`src/hw/rtl/lbsa_pkg.sv`:
```
package lbsa_pkg;

  localparam int unsigned IdW    = 12;
  localparam int unsigned StampW = 32;

  // running search state that walks down the cell row
  typedef struct packed {
    logic              vld;
    logic              hit;
    logic              free;
    logic              min_vld;
    logic [IdW-1:0]    min_owner;
    logic [StampW-1:0] min_stamp;
  } carry_t;

  // slot update broadcast to all cells
  typedef struct packed {
    logic              en;
    logic [IdW-1:0]    owner;
    logic [StampW-1:0] stamp;
  } wr_t;

endpackage

```
`src/hw/rtl/lbsa_cell.sv`:
```
module lbsa_cell import lbsa_pkg::*; #(
  parameter int unsigned IdxW = 4,
  parameter int unsigned Idx  = 0
) (
  input  logic              clk_i,
  input  logic              rst_ni,
  input  logic [IdW-1:0]    id_i,
  input  carry_t            carry_i,
  input  logic [IdxW-1:0]   hit_idx_i,
  input  logic [IdxW-1:0]   free_idx_i,
  input  logic [IdxW-1:0]   min_idx_i,
  output carry_t            carry_o,
  output logic [IdxW-1:0]   hit_idx_o,
  output logic [IdxW-1:0]   free_idx_o,
  output logic [IdxW-1:0]   min_idx_o,
  input  wr_t               wr_i,
  input  logic [IdxW-1:0]   wr_idx_i
);

  logic [IdW-1:0]    owner_q;
  logic [StampW-1:0] stamp_q;
  carry_t            carry_d, carry_q;
  logic [IdxW-1:0]   hit_idx_d, hit_idx_q;
  logic [IdxW-1:0]   free_idx_d, free_idx_q;
  logic [IdxW-1:0]   min_idx_d, min_idx_q;

  always_comb begin
    carry_d    = carry_i;
    hit_idx_d  = hit_idx_i;
    free_idx_d = free_idx_i;
    min_idx_d  = min_idx_i;
    if (!carry_i.hit && owner_q == id_i) begin
      carry_d.hit = 1'b1;
      hit_idx_d   = IdxW'(Idx);
    end
    // first free slot from the low end wins
    if (!carry_i.free && owner_q == '0) begin
      carry_d.free = 1'b1;
      free_idx_d   = IdxW'(Idx);
    end
    // strict compare keeps the lowest index on ties
    if (!carry_i.min_vld || stamp_q < carry_i.min_stamp) begin
      carry_d.min_vld   = 1'b1;
      carry_d.min_stamp = stamp_q;
      carry_d.min_owner = owner_q;
      min_idx_d         = IdxW'(Idx);
    end
  end

  always_ff @(posedge clk_i or negedge rst_ni) begin
    if (!rst_ni) begin
      owner_q    <= '0;
      stamp_q    <= '0;
      carry_q    <= '0;
      hit_idx_q  <= '0;
      free_idx_q <= '0;
      min_idx_q  <= '0;
    end else begin
      carry_q    <= carry_d;
      hit_idx_q  <= hit_idx_d;
      free_idx_q <= free_idx_d;
      min_idx_q  <= min_idx_d;
      if (wr_i.en && wr_idx_i == IdxW'(Idx)) begin
        owner_q <= wr_i.owner;
        stamp_q <= wr_i.stamp;
      end
    end
  end

  assign carry_o    = carry_q;
  assign hit_idx_o  = hit_idx_q;
  assign free_idx_o = free_idx_q;
  assign min_idx_o  = min_idx_q;

endmodule

```
`src/hw/rtl/lru_binding_slot_allocator.sv`:
```
// channel   dir  tdata                                   tuser
// s_axis    in   [11:0] object_id                        [0] operation
// m_axis    out  [3:0] slot, [4] already_bound,          -
//                [5] evicted, [17:6] evicted_id, [18] found
//
// one request at a time: the search walks the slot row one cell per cycle,
// and the request then moves from scan to commit; a request with an id of
// zero skips the scan and goes straight to commit.
// reset clears all slots (free, stamp zero) and the use counter at once.
// a held result blocks the slot update until m_axis_tready, a new request
// is taken while the previous result still waits.
module lru_binding_slot_allocator import lbsa_pkg::*; #(
  parameter int unsigned NUM_SLOTS = 16
) (
  input  logic        clk_i,
  input  logic        rst_ni,
  input  logic        s_axis_tvalid,
  output logic        s_axis_tready,
  input  logic [15:0] s_axis_tdata,   // [11:0] object_id
  input  logic        s_axis_tuser,   // [0] operation
  output logic        m_axis_tvalid,
  input  logic        m_axis_tready,
  output logic [23:0] m_axis_tdata    // [3:0] slot, [4] already_bound, [5] evicted,
                                      // [17:6] evicted_id, [18] found
);

  localparam int unsigned IdxW  = $clog2(NUM_SLOTS);
  localparam int unsigned SlotW = 4;

  typedef enum logic {
    OP_BIND   = 1'b0,
    OP_UNBIND = 1'b1
  } op_e;

  typedef enum logic [1:0] {
    ST_IDLE,
    ST_SCAN,
    ST_COMMIT
  } state_e;

  typedef struct packed {
    logic             found;
    logic [IdW-1:0]   evicted_id;
    logic             evicted;
    logic             already_bound;
    logic [SlotW-1:0] slot;
  } result_t;

  state_e            state_q;
  op_e               op_q;
  logic [IdW-1:0]    id_q;
  logic              ign_q;
  logic              start_q;
  logic [StampW-1:0] cnt_q;
  logic [StampW-1:0] cnt_inc;
  carry_t            fin_q;
  logic [IdxW-1:0]   fin_hit_idx_q, fin_free_idx_q, fin_min_idx_q;
  logic              out_vld_q;
  result_t           out_q;
  result_t           res_d;
  logic              commit;
  wr_t               wr_d, wr;
  logic [IdxW-1:0]   wr_idx;
  logic [IdW-1:0]    in_id;

  carry_t            carry    [NUM_SLOTS+1];
  logic [IdxW-1:0]   hit_idx  [NUM_SLOTS+1];
  logic [IdxW-1:0]   free_idx [NUM_SLOTS+1];
  logic [IdxW-1:0]   min_idx  [NUM_SLOTS+1];

  assign in_id = s_axis_tdata[IdW-1:0];

  always_comb begin
    carry[0]     = '0;
    carry[0].vld = start_q;
  end
  assign hit_idx[0]  = '0;
  assign free_idx[0] = '0;
  assign min_idx[0]  = '0;

  for (genvar g = 0; g < NUM_SLOTS; g++) begin : g_cell
    lbsa_cell #(
      .IdxW (IdxW),
      .Idx  (g)
    ) u_cell (
      .clk_i      (clk_i),
      .rst_ni     (rst_ni),
      .id_i       (id_q),
      .carry_i    (carry[g]),
      .hit_idx_i  (hit_idx[g]),
      .free_idx_i (free_idx[g]),
      .min_idx_i  (min_idx[g]),
      .carry_o    (carry[g+1]),
      .hit_idx_o  (hit_idx[g+1]),
      .free_idx_o (free_idx[g+1]),
      .min_idx_o  (min_idx[g+1]),
      .wr_i       (wr),
      .wr_idx_i   (wr_idx)
    );
  end

  assign cnt_inc = cnt_q + 1'b1;
  assign commit  = (state_q == ST_COMMIT) && (!out_vld_q || m_axis_tready);

  always_comb begin
    wr_d   = '0;
    wr_idx = '0;
    res_d  = '0;
    if (!ign_q) begin
      unique case (op_q)
        OP_UNBIND: begin
          if (fin_q.hit) begin
            wr_d.en     = 1'b1;
            wr_idx      = fin_hit_idx_q;
            res_d.slot  = SlotW'(fin_hit_idx_q);
            res_d.found = 1'b1;
          end
        end
        OP_BIND: begin
          wr_d.en    = 1'b1;
          wr_d.owner = id_q;
          wr_d.stamp = cnt_inc;
          priority if (fin_q.hit) begin
            wr_idx              = fin_hit_idx_q;
            res_d.slot          = SlotW'(fin_hit_idx_q);
            res_d.already_bound = 1'b1;
          end else if (fin_q.free) begin
            wr_idx     = fin_free_idx_q;
            res_d.slot = SlotW'(fin_free_idx_q);
          end else begin
            // all slots taken: replace the oldest one
            wr_idx           = fin_min_idx_q;
            res_d.slot       = SlotW'(fin_min_idx_q);
            res_d.evicted    = 1'b1;
            res_d.evicted_id = fin_q.min_owner;
          end
        end
        default: ;
      endcase
    end
  end

  always_comb begin
    wr    = wr_d;
    wr.en = wr_d.en && commit;
  end

  always_ff @(posedge clk_i or negedge rst_ni) begin
    if (!rst_ni) begin
      state_q        <= ST_IDLE;
      op_q           <= OP_BIND;
      id_q           <= '0;
      ign_q          <= 1'b0;
      start_q        <= 1'b0;
      cnt_q          <= '0;
      fin_q          <= '0;
      fin_hit_idx_q  <= '0;
      fin_free_idx_q <= '0;
      fin_min_idx_q  <= '0;
      out_vld_q      <= 1'b0;
      out_q          <= '0;
    end else begin
      start_q <= (state_q == ST_IDLE) && s_axis_tvalid && (in_id != '0);
      if (commit) begin
        out_vld_q <= 1'b1;
      end else if (m_axis_tready) begin
        out_vld_q <= 1'b0;
      end
      unique case (state_q)
        ST_IDLE: begin
          if (s_axis_tvalid) begin
            op_q <= op_e'(s_axis_tuser);
            id_q <= in_id;
            // a 12-bit id is always in range, only zero is ignored
            if (in_id == '0) begin
              ign_q   <= 1'b1;
              state_q <= ST_COMMIT;
            end else begin
              ign_q   <= 1'b0;
              state_q <= ST_SCAN;
            end
          end
        end
        ST_SCAN: begin
          if (carry[NUM_SLOTS].vld) begin
            fin_q          <= carry[NUM_SLOTS];
            fin_hit_idx_q  <= hit_idx[NUM_SLOTS];
            fin_free_idx_q <= free_idx[NUM_SLOTS];
            fin_min_idx_q  <= min_idx[NUM_SLOTS];
            state_q        <= ST_COMMIT;
          end
        end
        ST_COMMIT: begin
          if (commit) begin
            out_q <= res_d;
            if (!ign_q && op_q == OP_BIND) begin
              cnt_q <= cnt_inc;
            end
            state_q <= ST_IDLE;
          end
        end
        default: state_q <= ST_IDLE;
      endcase
    end
  end

  assign s_axis_tready = (state_q == ST_IDLE);
  assign m_axis_tvalid = out_vld_q;
  assign m_axis_tdata  = {5'b0, out_q};

endmodule

```
`config.mk`:
```
export PLATFORM = sky130hd
export DESIGN_NAME = lru_binding_slot_allocator
export DESIGN_NICKNAME = d
export VERILOG_FILES = /design/src/hw/rtl/lbsa_pkg.sv /design/src/hw/rtl/lbsa_cell.sv /design/src/hw/rtl/lru_binding_slot_allocator.sv
export SDC_FILE = /design/constraint.sdc
export NUM_CORES = 2
export LEC_CHECK = 0
export ABC_AREA = 1
export BUFFER_PORTS_ARGS = -buffer_cell sky130_fd_sc_hd__buf_4
export CAP_MARGIN = 5
export CELL_PAD_IN_SITES_DETAIL_PLACEMENT = 1
export CELL_PAD_IN_SITES_GLOBAL_PLACEMENT = 1
export CORE_MARGIN = 8
export CORE_UTILIZATION = 45
export CTS_CLUSTER_DIAMETER = 100
export DETAILED_ROUTE_END_ITERATION = 8
export PLACE_DENSITY_LB_ADDON = 0.1
export SKIP_LAST_GASP = 1
export SLEW_MARGIN = 10
export SYNTH_ARGS = -nofsm -noshare
export SYNTH_HDL_FRONTEND = slang
export SYNTH_SLANG_ARGS = --single-unit
```
`constraint.sdc`:
```
create_clock -name clk_i -period 5.9 [get_ports clk_i]
set_input_delay 0.295 -clock clk_i [delete_from_list [all_inputs] [get_ports clk_i]]
set_output_delay 0.295 -clock clk_i [all_outputs]
set_load 0.03 [all_outputs]
```
==> results.yml <==
worst_setup_path:
  r2r_slack_ns: 2.54
  rr_worst_depth: 14
  cpMostUsedCell: "nand2_1"
  startpoint: "g_cell[5].u_cell.stamp_q[15]$_DFFE_PN0P_"
  r2r_end: "g_cell[5].u_cell.carry_o[43]$_DFF_PN0_"
  slowest_stage: "nand2_1"
  critPathLaunchType: "register"
  slowest_delay_ns: 0.72
  cp.arrival_ns: 4.09
  reg2reg_from: "g_cell[5].u_cell.stamp_q[15]$_DFFE_PN0P_"
  path_cells: "ha_1 -> nand2_1 -> inv_1 -> nand3_1 -> a31oi_1 -> nor2_1 -> nand2_1 -> nand2_1 -> nand2_1 -> buf_4 -> nand2_1 -> buf_4 -> nand2_1 -> nand2_1"
  end_kind: "register"
  cp.required_ns: 6.63
  crit_fanout: 45
  worst-setup-path-type: "reg -> reg"
  endpoint: "g_cell[5].u_cell.carry_o[43]$_DFF_PN0_"
final_layout:
  area_delta_synth_final_pct: 11.6
  final-seq-area_sq_um: 42100
  multi_input_area_sq_um: 29800
  layout-drive-gt1-share_pct: 6.60
  nets: 9131
  fillers: 19534
power:
  p_leak_nw: 43.8
  power.density_cell_area_nw_per_um2: 462
  ir_drop_mv: 1.06
detailed_routing:
  via_per_inst: 5.31
  ant_nets: 0
  drt-wirelength-per-cell_um: 20.4
  route.vias.total: 58507
  wirelength_mm: 224
  drt_iter0_drc: 3722
  drcViolationCount: 0
  dr.pass1.iters: 5
global_route:
  antenna_found_initial: 5
  grt_use_total_pct: 24.5
  grt_pass1_vias: 63027
  grt-ovfl-total: 0
  grt_max_degree: 159
  grt_pass1_wl_mm: 360
floorplanning:
  initial_core_util_pct: 45.3
  rows: 151
  ioPinCount: 47
  dieArea_sq_um: 184000
  core_area_sq_um: 169000
  die_width_um: 429
  die_h_um: 429
timing:
  finalHoldViolCount: 0
  fin_crit_sh_pct: 57.0
  setup_ws_ns: 2.54
  fmax_mhz: 297
  worst_pin_slew_ns: 1.33
  setup_viol: 0
  post-route-min-period_ns: 3.36
  rsz0062_at_grt: "false"
  slew_headroom_pct: 11.3
  maxSlewViolCount: 0
  final.setup_skew_ns: 0.0283
  tns_ns: 0
clock_network:
  clock_latency_ns: 0.84
  cts_sinks: 1681
  clock_path_buffers: 3
  post_cts_buffers: 0
  clk_pin_slew_worst_paths_ns: 0.07
  cts_tree: "built"
  clock-root-buffer: "clkbuf_16"
  cts_made_buffers: 185
  cts.htree.levels: 4
synth:
  syn-instance-count: 8696
  syn_area_sq_um: 76800
  ys_top_cells_by_area: "dfrtp_1 (55%), nand2_1 (13%), ha_1 (7.6%)"
  yosys_warnings: 0
  synth_top_cell_by_area: "dfrtp_1"
  synth_top_area_share_pct: 54.8
  synth.distinct_cells: 44
  avgSynthCellArea_sq_um: 8.83
  synth_seq_cells: 1681
  ys_seq_area_share_pct: 54.8
placement:
  dp_slack_ns: 2.48
  gp_congestion: 0.846
  port_buffers: 37
  hpwl_mm: 153
job:
  max-cap-violations: 0
run_status:
  outcome: "finished clean"
min_path:
  hp-class: "in -> async"
cell type report:
class	count	share of cell area, %
well taps	2218	3.24
multi-input cells	5717	34.7
diodes	3	0.00875
repair buffers	169	1.67
clock inverters	66	0.963
flip-flops and latches	1681	49.1
clock buffers	271	6.47
inverters	890	3.90
worst min path at each step:
stage,start,to,slack [ns]
after floorplan,rst_ni,cnt_q[0]$_DFFE_PN0P_,-0.0006
after global placement,g_cell[7].u_cell.carry_o[47]$_DFF_PN0_,g_cell[8].u_cell.carry_o[47]$_DFF_PN0_,0.33
after detailed placement,g_cell[11].u_cell.carry_o[47]$_DFF_PN0_,g_cell[12].u_cell.carry_o[47]$_DFF_PN0_,0.34
after CTS,rst_ni,g_cell[12].u_cell.carry_o[28]$_DFF_PN0_,0.11
after global routing,rst_ni,g_cell[12].u_cell.carry_o[28]$_DFF_PN0_,0.13
final,rst_ni,g_cell[14].u_cell.stamp_q[16]$_DFFE_PN0P_,0.10
routing by layer:
layer	routed length, um	track usage (%)	vias up
met5	0	0	-
li1	-	-	27697
met4	7940	8.47	0
met1	101000	32.3	29527
met2	108000	41.5	886
met3	8160	3.38	397
metrics by stage:
stage | area (sq um) | util (%) | std cells | total power [mW] | hold slack [ns]
global route | 85800 | 50.6 | 11012 | 41.7 | 0.130
detailed placement | 79200 | 46.7 | 10659 | 27.8 | 0.336
finish | 85800 | 50.6 | 11015 | 39.6 | 0.101
floorplan | 76900 | - | 8714 | 22.0 | -0.000591
CTS | 85800 | 50.6 | 11012 | 40.0 | 0.109
global placement | 79200 | 46.7 | 10659 | 27.4 | 0.333
layout by cell type (no fill, tap or decap), drive strengths merged, types with 2 or more instances in the layout:
cell type	count
nand2	2728
dfrtp	1681
inv	899
o21ai	787
nand3	754
ha	466
clkbuf	271
a21oi	256
nor2	246
xor2	161
buf	153
nor4	90
nand4	57
clkinv	41
nor3	33
or2	24
o21a	22
xnor2	20
conb	20
o211ai	18
dlygate4sd3	16
bufinv	14
and2	11
a31oi	8
mux2	7
diode	3
nor3b	2
a21o	2
clkinvlp	2
nand2b	2
cell families after synthesis:
logic type,after synthesis,share of synthesized area (%)
flip-flops,1681,54.8
buffers and inverters,1316,6.66
other,2,0.00978
AND/OR/NAND/NOR,3949,21.5
adder cells (fa/ha/maj),466,7.59
XOR/XNOR,181,2.06
AO/OA/AOI/OAI,1094,7.33
multiplexers,7,0.103
cell usage after synthesis (all sizes together):
cell,n
nand2b,2
buf,131
xnor2,20
mux2,7
nand3,754
o21a,22
and3b,1
a21o,2
nand3b,1
xor2,161
nand4,57
nor3,33
clkbuf,295
nor2,246
nand2,2728
a31oi,8
or2,24
o2111ai,1
conb,2
dfrtp,1681
and2,11
ha,466
a21oi,256
o21ai,787
nor4,90
inv,890
nor3b,2
o211ai,18
flip-flops by register name, indices dropped and copies added, names as in the netlist:
signal and cells:
g_cell.u_cell.carry_o 735, g_cell.u_cell.stamp_q 512, g_cell.u_cell.owner_q 192, g_cell.u_cell.free_idx_o 49, g_cell.u_cell.hit_idx_o 49, g_cell.u_cell.min_idx_o 49
cnt_q 32, m_axis_tdata 19, fin_q 14, id_q 12, fin_free_idx_q 4, fin_hit_idx_q 4
fin_min_idx_q 4, state_q 2, ign_q 1, m_axis_tvalid 1, op_q 1, start_q 1
worst max-delay path: cells and delay by family, from the launching register on:
family / cells / cell delay (ns)
AOI/OAI and AO/OA: 1 / 0.17
adders and majority gates: 1 / 0.30
DFF: 1 / 0.40
buffers and inverters: 3 / 0.98
and+or+nand+nor: 9 / 1.39
power breakdown:
| part | switching [mW] | total (mW) | leakage (nW) | internal, mW |
|---|---|---|---|---|
| Combinational | 10.8 | 13.6 | 18.0 | 2.86 |
| Sequential | 0.972 | 14.0 | 22.7 | 13.0 |
| Clock | 4.88 | 12.0 | 3.17 | 7.13 |
timing repair:
item,4_1_cts,5_1_grt
endpoints found under the hold margin,122,0
resized for setup,0,0
hold buffers,16,0
Power figures use the tool's default switching activity.
